$ cat src/rtl/igfr_pkg.sv
`default_nettype none

package igfr_pkg;

  localparam int RING_SLOTS_DEF  = 16;
  localparam int MAX_PAYLOAD_DEF = 255;
  localparam int SLOT_STRIDE     = 256;
  localparam int SLOT_FIELD_W    = 8;
  localparam logic [7:0] IDLE_SAMPLES_RST = 8'd20;

  typedef enum logic [1:0] {
    OP_TICK    = 2'd0,
    OP_BYTE    = 2'd1,
    OP_RELEASE = 2'd2,
    OP_READ    = 2'd3
  } op_e;

  typedef enum logic [1:0] {
    CK_PLAIN   = 2'd0,
    CK_BYTE_WR = 2'd1,
    CK_LEN_WR  = 2'd2,
    CK_READ    = 2'd3
  } cmd_kind_e;

  typedef struct packed {
    cmd_kind_e               kind;
    logic [SLOT_FIELD_W-1:0] slot;
    logic [7:0]              pos;
    logic [7:0]              wdata;
    logic                    pos_ok;
    logic                    frame_done;
    logic [3:0]              done_slot;
    logic [7:0]              done_length;
    logic                    byte_dropped;
    logic [3:0]              frames_waiting;
  } cmd_t;

endpackage

`default_nettype wire

$ cat src/rtl/igfr_queue.sv
`default_nettype none

module igfr_queue (
  input  wire logic           clk_i,
  input  wire logic           rst_ni,
  input  wire logic           push_i,
  input  wire igfr_pkg::cmd_t push_cmd_i,
  output logic                full_o,
  input  wire logic           pop_i,
  output logic                valid_o,
  output igfr_pkg::cmd_t      pop_cmd_o
);
  import igfr_pkg::*;

  cmd_t       mem_q [2];
  logic       wr_ptr_q, rd_ptr_q;
  logic [1:0] count_q, count_d;

  always_comb begin
    full_o    = (count_q == 2'd2);
    valid_o   = (count_q != 2'd0);
    pop_cmd_o = mem_q[rd_ptr_q];
    count_d   = count_q + 2'(push_i) - 2'(pop_i);
  end

  always_ff @(posedge clk_i) begin
    if (push_i) begin
      mem_q[wr_ptr_q] <= push_cmd_i;
    end
  end

  always_ff @(posedge clk_i or negedge rst_ni) begin
    if (!rst_ni) begin
      wr_ptr_q <= 1'b0;
      rd_ptr_q <= 1'b0;
      count_q  <= 2'd0;
    end else begin
      if (push_i) begin
        wr_ptr_q <= ~wr_ptr_q;
      end
      if (pop_i) begin
        rd_ptr_q <= ~rd_ptr_q;
      end
      count_q <= count_d;
    end
  end

endmodule

`default_nettype wire

$ cat config.mk
export PLATFORM = sky130hd
export DESIGN_NAME = igfr_queue
export DESIGN_NICKNAME = d
export VERILOG_FILES = /design/src/rtl/igfr_pkg.sv /design/src/rtl/igfr_queue.sv
export SDC_FILE = /design/constraint.sdc
export NUM_CORES = 1
export LEC_CHECK = 0
export BUFFER_PORTS_ARGS = -buffer_cell sky130_fd_sc_hd__buf_2
export CORE_UTILIZATION = 47
export DETAILED_ROUTE_END_ITERATION = 10
export PLACE_DENSITY = 0.75
export SYNTH_ARGS = -nofsm -noshare
export SYNTH_HDL_FRONTEND = slang
export SYNTH_SLANG_ARGS = --single-unit
$ cat constraint.sdc
create_clock -name clk_i -period 2.85 [get_ports clk_i]
set_clock_uncertainty 0.15 [all_clocks]
set_input_delay 0.1425 -clock clk_i [delete_from_list [all_inputs] [get_ports clk_i]]
set_output_delay 0.1425 -clock clk_i [all_outputs]
set_load 0.005 [all_outputs]
Yosys cells after proc, flatten, opt, wreduce, memory -nomap -nowiden
Memories as Yosys holds them, arrays and structs flattened.
Index checks and enable logic that the tools add are counted.
Widths: inputs -> output; s select.
{ "word_totals": {"inputBits": 49, "wordCells": 12, "out_inout_bits": 47, "mem_bits_rw": 90, "register_bits": 4, "n_memories": 1} }
{ "memory_table": {"columns": ["name", "words", "width", "read_ports", "rd_clocked_by_memory_dff", "wr", "line_no", "text"], "rows": [
  ["mem_q", 2, 45, 1, 0, 1, "igfr_queue.sv:15", "cmd_t mem_q [2];"]
]} }
{ "op_classes": {"eq_ne": 1, "n_addsub": 2, "reduce_logical": 1, "n_bitwise": 2, "muxes": 2} }
{ "op_table": {"columns": ["operator", "count"], "rows": [
  ["$add 2x1->2", 1],
  ["$eq 2x2->1 const B", 1],
  ["$mux 1", 2],
  ["$not 1->1", 2],
  ["$reduce_bool 2->1", 1],
  ["$sub 2x1->2", 1]
]} }

Longest topological paths before layout
{ "logic_depth": {"ltp_word": 2, "ltp_mapped": 5, "ltp_nobuf": 5} }

Worst setup path after synthesis
OpenSTA, ideal clock, no wires.
{ "synth_path": {"path_kind": "reg2reg", "startpoint": "register wr_ptr_q", "endpoint": "memory mem_q[0][0] (netlist name) (enable)", "t_arrival_ps": 2413, "n_path_buf": 0, "required_time_ps": 2247, "synth_period_minus_slack_ps": 3016, "stages_incl_launch_ff": 2, "setup_time_ps": 453, "slack_ps": -166, "path_cell_list": "dfrtp_1 > nor2b_1"} }
{ "synth_lines": {"columns": ["element", "line_no", "text"], "rows": [
  ["start: declaration", "igfr_queue.sv:16", "logic wr_ptr_q, rd_ptr_q;"],
  ["start signal: assignment", "igfr_queue.sv:39", "wr_ptr_q <= ~wr_ptr_q;"],
  ["end: declaration", "igfr_queue.sv:15", null]
]} }
Straight into the memory's write port.

==> Implementation_results.wiki <==
{| class="wikitable"
! Metric !! Value
|-
| Outcome || complete, no violations
|-
| Final Routed Wirelength || about 6000 µm
|-
| Sinks on Clock Net || 94
|-
| Worst Tran Pin Value || approximately 0.6 ns
|-
| Top cells by area in the synthesized netlist || sky130_fd_sc_hd__edfxtp_1 (74%), sky130_fd_sc_hd__mux2_4 (16%), sky130_fd_sc_hd__dfrtp_1 (2.7%), sky130_fd_sc_hd__buf_12 (2.2%), sky130_fd_sc_hd__mux2_2 (1.9%)
|-
| Die span in y || roughly 90 µm
|-
| Most common flop cell mapped by yosys || sky130_fd_sc_hd__edfxtp_1
|-
| Max-cap violation count || 0
|-
| Worst Setup Path Type || flop to output port
|-
| Number of vias per cell || between 4 and 5
|-
| Number of instances in the placed design || ~350
|-
| Area share of xor/xnor cells in the synthesized design || roughly 1.1%
|-
| Worst-path maximum fanout || 38
|-
| Mux cell area share after synthesis || around 18%
|-
| Final RePlAce weighted congestion || 0.675
|-
| Cell-by-cell listing of the critical path || buf_12, mux2_2, buf_2
|-
| Number of violations reported at the end of detailed-routing iteration 0 || 35
|-
| Area of the die || 8110 µm²
|-
| Global-route wire length before repair || slightly above 9000 µm
|-
| Hold-fix buffers at CTS || 49
|-
| Final hold violation count || 0
|-
| Number of pins exceeding their max-slew limit in the final report || 0
|-
| Clock Path Buffers || 2
|-
| Clk_lat worst skew || about 0.33 ns
|-
| Share of synthesized cell area in full adder, half adder and majority cells || less than 1%
|-
| Type of the most critical hold path || primary input to flop
|-
| Number of nets produced by synthesis || just over 200
|-
| DR DRC count || 0
|-
| CTS Root Cell || sky130_fd_sc_hd__clkbuf_8
|-
| Number of global-route vias before repair || 2048
|-
| Worst endpoint data arrival time || ~1.7 ns
|-
| Clock tree from TritonCTS || yes
|-
| Data required time at the worst endpoint || between 2 and 3 ns
|-
| Average routed wire per standard cell || 14.7 µm
|-
| Average footprint of a synthesized cell || 23.5 µm²
|-
| Sequential share of the synthesized area || approximately 77%
|-
| Share of flip-flops with an asynchronous set or reset || 4.26%
|-
| Starting density of the core || between 40% and 50%
|-
| Met1 wire length || 2460 µm
|-
| Design area || a little under 5000 µm²
|-
| Placement-stage cell area || 4210 µm²
|-
| Number of synthesized register bits || 94
|-
| Largest stage delay on the critical path || 0.55 ns
|-
| Mapped Area || approximately 3600 µm²
|-
| ANT nets after route || 0
|-
| Overall track demand over capacity in global routing || 15.4%
|-
| Fraction of final layout cells sized beyond drive strength 1 || about half
|-
| Total met2 wirelength after detailed routing || 3250 µm
|-
| Yosys warns || 0
|-
| Count of port buffers added during placement || 95
|-
| Synthesized-area fraction occupied by ao, oa, aoi and oai cells || 0%
|-
| Static Leakage || roughly 2.0 nW
|-
| Setup TNS after final layout || 0 ns
|-
| Kind of start point of the critical path || flop
|-
| Commonest cells post-synth || sky130_fd_sc_hd__edfxtp_1 (90), sky130_fd_sc_hd__mux2_4 (39), sky130_fd_sc_hd__mux2_2 (6)
|-
| Period minus WS final || around 2.0 ns
|-
| Highest routing layer actually used || met4
|-
| Area added between synthesis and finish || 33.5%
|-
| Cell Count, Final, Fillers Out || between 400 and 500
|-
| Setup repair after global routing missed its margin || false
|-
| Element type at the critical path end || output port
|-
| Highest ir drop seen on vdd || around 0.72 mV
|-
| Setup-failing EPs final || 0
|-
| Cell type contributing the most total cell area after synthesis || sky130_fd_sc_hd__edfxtp_1
|-
| Row count || 31
|-
| I/O pin cnt || 96
|-
| Width of the die || approximately 90 µm
|-
| Met3 routed WL || roughly 220 µm
|-
| Simple-gate share of the synthesized area || less than 1%
|-
| Final Net Count || approximately 360
|-
| Clock-pin transition on the worst setup and hold timing paths || ~0.080 ns
|-
| HPWL reported at the end of detailed placement || ~3700 µm
|-
| Pin count of the biggest net entering global routing || 46
|-
| Ant diodes || 0
|-
| Critical path's slowest cell || sky130_fd_sc_hd__dfrtp_2
|-
| Sum of overflow across all layers after global routing || 0
|-
| Count of flip-flops with a built-in enable after synthesis || 90
|-
| Number of gates given a new drive strength after cts || 0
|-
| Number of antenna violations at the first check in global routing || 0
|-
| Max Freq || 493 MHz
|-
| Count of fill cells added during filler insertion || between 500 and 600
|-
| Synth cell types || 13
|-
| Post-CTS repair timing setup buffer count || 0
|-
| Combinational family with the most area after synthesis || multiplexers
|-
| Vias post-DR || just under 2000
|-
| H-tree depth || 3
|-
| Most common cell in the synthesized netlist || sky130_fd_sc_hd__edfxtp_1
|-
| Final critical-path share of the clock period || between 70% and 80%
|-
| Power density normalized to cell area || roughly 820 nW/µm²
|-
| Post-synthesis instance total || 155
|-
| Inserted Clock Buffers || 9
|-
| Core ar. || 7370 µm²
|-
| Normalized max-slew margin || slightly above 60%
|-
| Total iterations of the first detailed-routing run || 3
|-
| Share of the synthesized area in the top cell type || roughly 74%
|}
==> cells in the final DEF, fill, tap and decap left out, drive strengths merged <==
cell	count
mux2	45
clkbuf	11
dlygate4sd3	49
edfxtp	90
xor3	1
dfrtp	4
or2	1
nor2b	2
ha	2
clkinvlp	1
buf	98
and2	1
clkinv	3
inv	3
xor2	2
==> final timing paths <==
path,depth (start not counted),startpoint,endpoint,slack [ns]
max in group asynchronous,3,rst_ni,rd_ptr_q,1.81
worst max-delay path,3,rd_ptr_q,pop_cmd_o[2],0.82
worst min register to register,1,wr_ptr_q,wr_ptr_q,0.41
worst min-delay path,2,push_cmd_i[17],mem_q[0][17],0.37
min in group asynchronous,3,rst_ni,count_q[0],0.55
worst max register to register,2,wr_ptr_q,mem_q[1][29],1.22
==> registers in the layout, summed over array words and instances, names as in the netlist <==
name	count
rd_ptr_q	1
count_q	2
wr_ptr_q	1
mem_q	90
==> power breakdown <==
part | leakage (nW) | switching, mW | internal, mW
Combinational | 1.01 | 0.544 | 0.776
Clock | 0.0837 | 0.425 | 0.319
Sequential | 0.890 | 0.109 | 1.84
==> worst max-delay path, delay by kind of cell, from the launching register on <==
family | cells | cell delay (ns)
buffers and inverters | 2 | 0.46
flip-flops | 1 | 0.55
multiplexers | 1 | 0.38
==> cell families (layout without fill, tap and decap cells) <==
group                      after synthesis  after routing
xor gates and xnor gates                 3              3
adders and majority gates                2              2
buffers and inverters                    7            165
DFF                                     94             94
muxes                                   45             45
and+or+nand+nor                          4              4
==> layer usage <==
layer,up-vias,track usage [%]
met5,-,0
li1,907,-
met2,54,28.2
met3,14,3.21
met4,0,7.80
met1,962,16.6
==> per-stage QoR <==
step	util (%)	worst slack (ns)	total power, mW	hold slack (ns)
after global routing	66.1	0.748	4.20	0.355
after CTS	66.1	0.798	4.06	0.342
after floorplan	-	0.696	2.90	-0.303
after detailed placement	57.1	1.18	3.27	-0.196
final	66.1	0.821	4.01	0.367
after global placement	57.1	1.21	3.24	-0.195
==> cell type report <==
class	count	area (µm²)	area share (%)
inverter	2	7.51	0.154
clock buffer	11	131	2.70
sequential	94	2800	57.6
multi-input combinational	54	753	15.5
tap	99	124	2.54
clock inverter	5	35.0	0.720
timing repair buffer	147	1010	20.8
Power figures use the tool's default switching activity.
