## config.mk

```make
export PLATFORM = sky130hd
export DESIGN_NAME = igfr_front
export DESIGN_NICKNAME = d
export VERILOG_FILES = /design/src/rtl/igfr_pkg.sv /design/src/rtl/igfr_front.sv
export SDC_FILE = /design/constraint.sdc
export NUM_CORES = 1
export LEC_CHECK = 0
export BUFFER_PORTS_ARGS = -buffer_cell sky130_fd_sc_hd__buf_2
export CORE_MARGIN = 2
export CORE_UTILIZATION = 57
export CTS_CLUSTER_SIZE = 16
export DETAILED_ROUTE_END_ITERATION = 7
export PLACE_DENSITY = 0.87
export SYNTH_ARGS = -nofsm -noshare
export SYNTH_HDL_FRONTEND = slang
export SYNTH_SLANG_ARGS = --single-unit
```

## constraint.sdc

```tcl
create_clock -name clk_i -period 10.1 [get_ports clk_i]
set_input_delay 1.515 -clock clk_i [delete_from_list [all_inputs] [get_ports clk_i]]
set_output_delay 1.515 -clock clk_i [all_outputs]
set_load 0.1 [all_outputs]
```

## src/rtl/igfr_pkg.sv

```systemverilog
`default_nettype none

package igfr_pkg;

  localparam int RING_SLOTS_DEF  = 16;
  localparam int MAX_PAYLOAD_DEF = 255;
  localparam int SLOT_STRIDE     = 256;
  localparam int SLOT_FIELD_W    = 8;
  localparam logic [7:0] IDLE_SAMPLES_RST = 8'd20;

  typedef enum logic [1:0] {
    OP_TICK    = 2'd0,
    OP_BYTE    = 2'd1,
    OP_RELEASE = 2'd2,
    OP_READ    = 2'd3
  } op_e;

  typedef enum logic [1:0] {
    CK_PLAIN   = 2'd0,
    CK_BYTE_WR = 2'd1,
    CK_LEN_WR  = 2'd2,
    CK_READ    = 2'd3
  } cmd_kind_e;

  typedef struct packed {
    cmd_kind_e               kind;
    logic [SLOT_FIELD_W-1:0] slot;
    logic [7:0]              pos;
    logic [7:0]              wdata;
    logic                    pos_ok;
    logic                    frame_done;
    logic [3:0]              done_slot;
    logic [7:0]              done_length;
    logic                    byte_dropped;
    logic [3:0]              frames_waiting;
  } cmd_t;

endpackage

`default_nettype wire

```

## src/rtl/igfr_front.sv

```systemverilog
`default_nettype none

module igfr_front #(
  parameter int RING_SLOTS  = igfr_pkg::RING_SLOTS_DEF,
  parameter int MAX_PAYLOAD = igfr_pkg::MAX_PAYLOAD_DEF
) (
  input  wire logic          clk_i,
  input  wire logic          rst_ni,
  input  wire logic          cfg_we_i,
  input  wire logic [7:0]    cfg_wdata_i,
  input  wire logic          accept_i,
  input  wire logic [1:0]    op_i,
  input  wire logic          line_level_i,
  input  wire logic [7:0]    rx_byte_i,
  input  wire logic [3:0]    read_slot_i,
  input  wire logic [7:0]    read_pos_i,
  output igfr_pkg::cmd_t     cmd_o
);
  import igfr_pkg::*;

  localparam int SLOT_W = (RING_SLOTS > 1) ? $clog2(RING_SLOTS) : 1;

  logic [7:0]        idle_samples_q;
  logic [SLOT_W-1:0] write_slot_q, write_slot_d;
  logic [SLOT_W-1:0] release_slot_q, release_slot_d;
  logic [7:0]        open_len_q, open_len_d;
  logic [7:0]        idle_cnt_q, idle_cnt_d;

  logic [SLOT_W-1:0] write_next, release_next;
  logic [8:0]        waiting_now, waiting_new;
  logic [7:0]        need, idle_inc, byte_pos;
  logic [8:0]        write_ext, read_ext;

  function automatic logic [SLOT_W-1:0] next_slot(input logic [SLOT_W-1:0] s);
    next_slot = (s == SLOT_W'(RING_SLOTS - 1)) ? '0 : s + SLOT_W'(1);
  endfunction

  function automatic logic [8:0] waiting(input logic [SLOT_W-1:0] w,
                                         input logic [SLOT_W-1:0] r);
    waiting = (w >= r) ? (9'(w) - 9'(r)) : (9'(w) + 9'(RING_SLOTS) - 9'(r));
  endfunction

  always_comb begin
    write_next   = next_slot(write_slot_q);
    release_next = next_slot(release_slot_q);
    waiting_now  = waiting(write_slot_q, release_slot_q);
    need         = (idle_samples_q == 8'd0) ? 8'd1 : idle_samples_q;
    idle_inc     = (idle_cnt_q == 8'hff) ? idle_cnt_q : idle_cnt_q + 8'd1;
    byte_pos     = (open_len_q >= 8'(MAX_PAYLOAD)) ? 8'd0 : open_len_q;
    write_ext    = 9'(write_slot_q);
    read_ext     = 9'(read_slot_i);

    write_slot_d   = write_slot_q;
    release_slot_d = release_slot_q;
    open_len_d     = open_len_q;
    idle_cnt_d     = idle_cnt_q;

    cmd_o              = '0;
    cmd_o.kind         = CK_PLAIN;

    unique case (op_e'(op_i))
      OP_TICK: begin
        if (!line_level_i) begin
          idle_cnt_d = 8'd0;
        end else begin
          idle_cnt_d = idle_inc;
          if ((open_len_q != 8'd0) && (idle_inc >= need)) begin
            cmd_o.kind        = CK_LEN_WR;
            cmd_o.slot        = SLOT_FIELD_W'(write_slot_q);
            cmd_o.wdata       = open_len_q;
            cmd_o.frame_done  = 1'b1;
            cmd_o.done_slot   = write_ext[3:0];
            cmd_o.done_length = open_len_q;
            write_slot_d      = write_next;
            open_len_d        = 8'd0;
            idle_cnt_d        = 8'd0;
          end
        end
      end
      OP_BYTE: begin
        idle_cnt_d = 8'd0;
        if (write_next == release_slot_q) begin
          open_len_d         = 8'd0;
          cmd_o.byte_dropped = 1'b1;
        end else begin
          cmd_o.kind  = CK_BYTE_WR;
          cmd_o.slot  = SLOT_FIELD_W'(write_slot_q);
          cmd_o.pos   = byte_pos;
          cmd_o.wdata = rx_byte_i;
          open_len_d  = byte_pos + 8'd1;
        end
      end
      OP_RELEASE: begin
        if (waiting_now != 9'd0) begin
          release_slot_d = release_next;
        end
      end
      OP_READ: begin
        if (read_ext < 9'(RING_SLOTS)) begin
          cmd_o.kind   = CK_READ;
          cmd_o.slot   = SLOT_FIELD_W'(read_slot_i);
          cmd_o.pos    = read_pos_i;
          cmd_o.pos_ok = (read_pos_i < 8'(MAX_PAYLOAD));
        end
      end
      default: begin
      end
    endcase

    waiting_new          = waiting(write_slot_d, release_slot_d);
    cmd_o.frames_waiting = waiting_new[3:0];
  end

  always_ff @(posedge clk_i or negedge rst_ni) begin
    if (!rst_ni) begin
      idle_samples_q <= IDLE_SAMPLES_RST;
    end else if (cfg_we_i) begin
      idle_samples_q <= cfg_wdata_i;
    end
  end

  always_ff @(posedge clk_i or negedge rst_ni) begin
    if (!rst_ni) begin
      write_slot_q   <= '0;
      release_slot_q <= '0;
      open_len_q     <= '0;
      idle_cnt_q     <= '0;
    end else if (accept_i) begin
      write_slot_q   <= write_slot_d;
      release_slot_q <= release_slot_d;
      open_len_q     <= open_len_d;
      idle_cnt_q     <= idle_cnt_d;
    end
  end

endmodule

`default_nettype wire

```

# Yosys cells after proc, flatten, opt, wreduce, memory -nomap -nowiden
# Cells that the tools add are included.
[totals]
ff_bits = 32
latchBits = 0
ramBits = 0
rom_bits = 0
out_inout_bits = 45
word_cells = 70
memories = 0
[op_classes]
n_addsub = 10
n_mul = 0
div = 0
order_cmp = 5
eq_ne = 9
shift = 0
mux = 33
bitwise_logic = 0
n_reduce_logical = 8
[ops]
columns = ["op", "n"]
rows = [
  ["two-way mux 8 bit", 10],
  ["case mux 8 bit (2 select lines)", 4],
  ["two-way mux 13 bit", 3],
  ["two-way mux 4 bit", 8],
  ["case mux 10 bit (3 select lines)", 1],
  ["two-way mux 25 bit", 1],
  ["two-way mux 10 bit", 2],
  ["adder 8 x 1 -> 8 bit, second input constant", 2],
  ["adder 4 x 1 -> 4 bit, second input constant", 3],
  ["two-way mux 9 bit", 1],
  ["nonzero test 9 bit", 1],
  ["equality test 4 bit, second input constant", 2],
  ["equality test 8 bit, second input constant", 1],
  ["greater-or-equal comparator 4 bit", 2],
  ["greater-or-equal comparator 8 bit", 1],
  ["greater-or-equal comparator 8 bit, second input constant", 1],
  ["logical NOT 8 bit", 1],
  ["< comparator 8 bit, second input constant", 1],
  ["nonzero test 8 bit", 1],
  ["subtractor 4 bit", 2],
  ["subtractor 6 x 4 -> 7 bit", 1],
  ["adder 4 x 5 -> 6 bit, second input constant", 1],
  ["subtractor 4 x 4 -> 5 bit", 1],
  ["equality test 2 bit, second input constant", 2],
  ["other kinds (9)", 12],
]

# Depth between registers and ports, before layout
[logic_depth]
depth_word = 10
ltp_mapped = 21
mapped_depth_nobuf = 20

# Worst setup path after synthesis
# Ideal clock, no wire load.
[synth_path]
kind = "reg-to-output"
start = "register idle_cnt_q[0]"
end = "output port cmd_o[3] in the netlist's numbering"
arrival_ps = 6056
required_time_ps = 8585
setup_slack_ps = 2529
stages_incl_launch_ff = 21
path_buffers = 1
path_cell_list = "dfrtp_1 > ha_1 > inv_1 > nor2_1 > nand3_1 > nand4_1 > or3_1 > nand2_1 > ha_1 > nand4_1 > nor2_1 > a211oi_2 > nor4b_2 > clkbuf_1 > a21oi_1 > inv_1 > ha_1 > a21o_1 > a21oi_1 > xnor2_1 > xnor2_1"
[synth_lines]
columns = ["element", "line_no", "rtl"]
rows = [
  ["from (decl)", "igfr_front.sv:27", "logic [7:0] idle_cnt_q, idle_cnt_d;"],
  ["from (signal assigned)", "igfr_front.sv:132", "idle_cnt_q <= idle_cnt_d;"],
  ["to (decl)", "igfr_front.sv:17", "output igfr_pkg::cmd_t cmd_o"],
]

==> flow_metrics.py <==
metrics = {
    "finish": {
        "nets": 448,
        "layoutNonFillerInstCount": 445,
        "drive_above_1_share_pct": 27.11,
        "n_antenna_cell": 0,
        "area_growth_pct": 17.95,
        "final_area_mm2": 0.003232,
    },
    "global_routing": {
        "grt_util_met3_pct": 5.213,
        "grt_busiest_layer": "met2",
        "use_met1_pct": 35.57,
        "grt_pass1_wl_mm": 10.98,
        "grt_max_degree": 33,
        "use_met2_pct": 42.14,
        "track_usage_pct": 26.81,
        "antenna_found_initial": 0,
        "grt_pass1_vias": 2374,
        "grt_overflow": 0,
    },
    "route": {
        "vias": 2582,
        "dr.first_iter.drc_count": 110,
        "wl_per_cell_um": 14.71,
        "drt-total-wl_mm": 6.545,
        "avgViaCountPerCell": 5.802,
        "drcViolationCount": 0,
        "firstDrtPassIters": 6,
        "antenna_left": 0,
    },
    "worst_setup_path": {
        "reg2reg_from": "idle_cnt_q[0]",
        "cp-startpoint": "idle_cnt_q[0]",
        "critical_path.slowest_cell": "dfrtp_1",
        "r2r_cells": 15,
        "startpoint_type": "flop",
        "path_cells": "ha_1 > inv_1 > nor2_1 > nand3_1 > nand4_1 > or3_1 > nand2_1 > ha_1 > a211oi_1 > nor2_1 > a211oi_2 > nor4b_2 > buf_4 > a21oi_1 > inv_1 > ha_1 > a21o_1 > a21oi_1 > xnor2_1 > xnor2_1 > buf_2",
        "reg2reg_to": "idle_cnt_q[1]",
        "crit_path_end_kind": "primary output",
        "critPathArrivalTime_ns": 4.85,
        "crit_type": "flop to primary output",
        "cp_common_cell": "ha_1",
        "path_max_fanout": 23,
        "rrSetupSlack_ns": 6.58,
        "worstPathRequired_ns": 8.59,
        "slowest_delay_ns": 0.44,
    },
    "min_path": {
        "holdPathStages": 1,
        "hp-class": "flop to flop",
        "hp-start": "idle_samples_q[0]",
        "holdPathEnd": "idle_samples_q[0]",
    },
    "clocking": {
        "cts_resized": 0,
        "post-cts-setup-buffer-count": 0,
        "h-tree-depth": 2,
        "cts_root_buf": "clkbuf_8",
        "clock_path_buffers": 2,
        "cts_inserted_buffers": 5,
        "cts_tree": "done",
        "clkSlewWorstSetupHoldPaths_ns": 0.07,
        "cts_hold_buf": 0,
        "cts.sinks": 32,
        "worst_skew_pair.late_latency_ns": 0.29,
    },
    "yosys": {
        "synth-edff-count": 0,
        "ys_warn_count": 0,
        "synth_area_per_cell_um2": 8.536,
        "synth_cell_type_count": 53,
        "synth_commonest_cells": "nand2_1, dfrtp_1, inv_1",
        "synth_top_area_share_pct": 27.40,
        "yosysSeqAreaShare_pct": 29.32,
        "yosys.area.top_type": "dfrtp_1",
        "async_flop_share_pct": 100.0,
        "synth_area_mm2": 0.002740,
        "yosysMostFrequentCell": "nand2_1",
        "synth_ff_type": "dfrtp_1",
        "ys_ff_latch": 32,
        "postSynthCellCount": 321,
        "synth.area.top_cells": "dfrtp_1, ha_1, nand2_1",
    },
    "power": {
        "switching_share_pct": 51.25,
        "power_frac_comb_pct": 53.9,
        "power_frac_clock_pct": 20.8,
        "intPower_uw": 323.4,
        "p_total_uw": 663.5,
        "vdd_ir_drop_max_mv": 0.5623,
        "p_seq_share_pct": 25.3,
        "powerDensity_mw_per_mm2": 205.3,
        "p_leak_nw": 1.742,
        "p_switching_uw": 340.0,
    },
    "timing": {
        "hold_viol": 0,
        "tightest_slew_ns": 0.7312,
        "setup_viol": 0,
        "finClkSkew_ns": 0.008277,
        "setup_tns_ns": 0,
        "rsz0062_at_grt": "false",
        "finalMaxSlewViolations": 0,
        "fin_crit_sh_pct": 62.99,
        "fmax_ghz": 0.1572,
        "slew_headroom_pct": 51.25,
        "period_needed_ns": 6.362,
    },
    "floorplanning": {
        "core_mm2": 0.004692,
        "fp.dieArea_mm2": 0.005378,
        "dieHeight_um": 73.34,
        "start_util_pct": 58.40,
        "num_rows": 25,
        "pin_count": 80,
        "die_w_um": 73.34,
    },
    "place": {
        "place.gp.congestion": 0.8834,
        "portBuffers": 75,
        "place_area_mm2": 0.003105,
        "dp_hpwl_mm": 4.960,
        "dp.cells": 437,
    },
    "flow_run": {
        "drv_cap": 0,
    },
    "run_status": {
        "outcome": "finished clean",
    },
}
[per-stage QoR]
step           util (%)  setup WS, ns  hold slack (ns)
2_1_floorplan         -         2.529           0.4774
3_3_place_gp      66.19         4.240           0.5147
3_5_place_dp      66.19         4.050           0.5113
4_1_cts           68.88         3.714           0.5294
5_1_grt           68.88         3.249           0.5386
6_report          68.88         3.738           0.5266
[cell families after synthesis]
logic type | synth area share, %
adder cells (fa/ha/maj) | 11.05
XOR/XNOR | 4.018
multiplexers | 4.566
flip-flops | 29.32
buffers and inverters | 7.215
other | 0.1369
AND/OR/NAND/NOR | 24.29
AO/OA/AOI/OAI | 19.41
[registers in the layout, summed over array words and instances (netlist names)]
| name | cells |
|---|---|
| release_slot_q | 4 |
| idle_cnt_q | 8 |
| idle_samples_q | 8 |
| write_slot_q | 4 |
| open_len_q | 8 |
[final cells by class]
type	instances	area, um2
clock buffer	7	96.34
tap	54	67.56
fill	382	1460
clock inverter	1	30.03
timing repair buffer	76	382.9
sequential	32	803.3
inverter	27	101.3
multi-input combinational	248	1750
[power by group through the flow]
stage	clock network (mW)	registers [mW]	logic, mW
5_1_grt	0.146	0.170	0.383
3_3_place_gp	0	0.168	0.345
3_5_place_dp	0	0.169	0.357
2_1_floorplan	0	0.159	0.308
4_1_cts	0.140	0.167	0.358
6_report	0.138	0.168	0.357
[critical path: cells and delay by family, from the launching register on]
kind / cells / cell delay, ns
simple gates: 7 / 1.12
compound gates: 5 / 1.04
flops: 1 / 0.44
fa+ha+maj: 3 / 0.81
buf+inv: 4 / 0.85
xor+xnor: 2 / 0.28
[routing by layer]
layer / vias up / share of wire [%]
met5: - / 0
met1: 1177 / 42
li1: 1262 / -
met2: 127 / 48
met4: 0 / 2.5
met3: 16 / 8.3
[worst max path at each step]
stage / end / slack, ns
after floorplan: cmd_o[3] / 2.53
after global placement: cmd_o[3] / 4.24
after detailed placement: cmd_o[3] / 4.05
after CTS: cmd_o[3] / 3.71
after global routing: cmd_o[3] / 3.25
final: cmd_o[3] / 3.74
[placed cells by master (no fill, tap or decap), drive strengths merged, types with 5 or more instances in the layout]
master / count
a21o: 16
a21oi: 13
a22o: 12
and2: 15
buf: 76
clkbuf: 7
dfrtp: 30
ha: 21
inv: 27
mux2: 9
nand2: 40
nand3: 10
nand4: 7
nor2: 11
nor2b: 5
o21ai: 23
or2: 5
or3: 8
xnor2: 9
(Power assumes the default switching activity.)
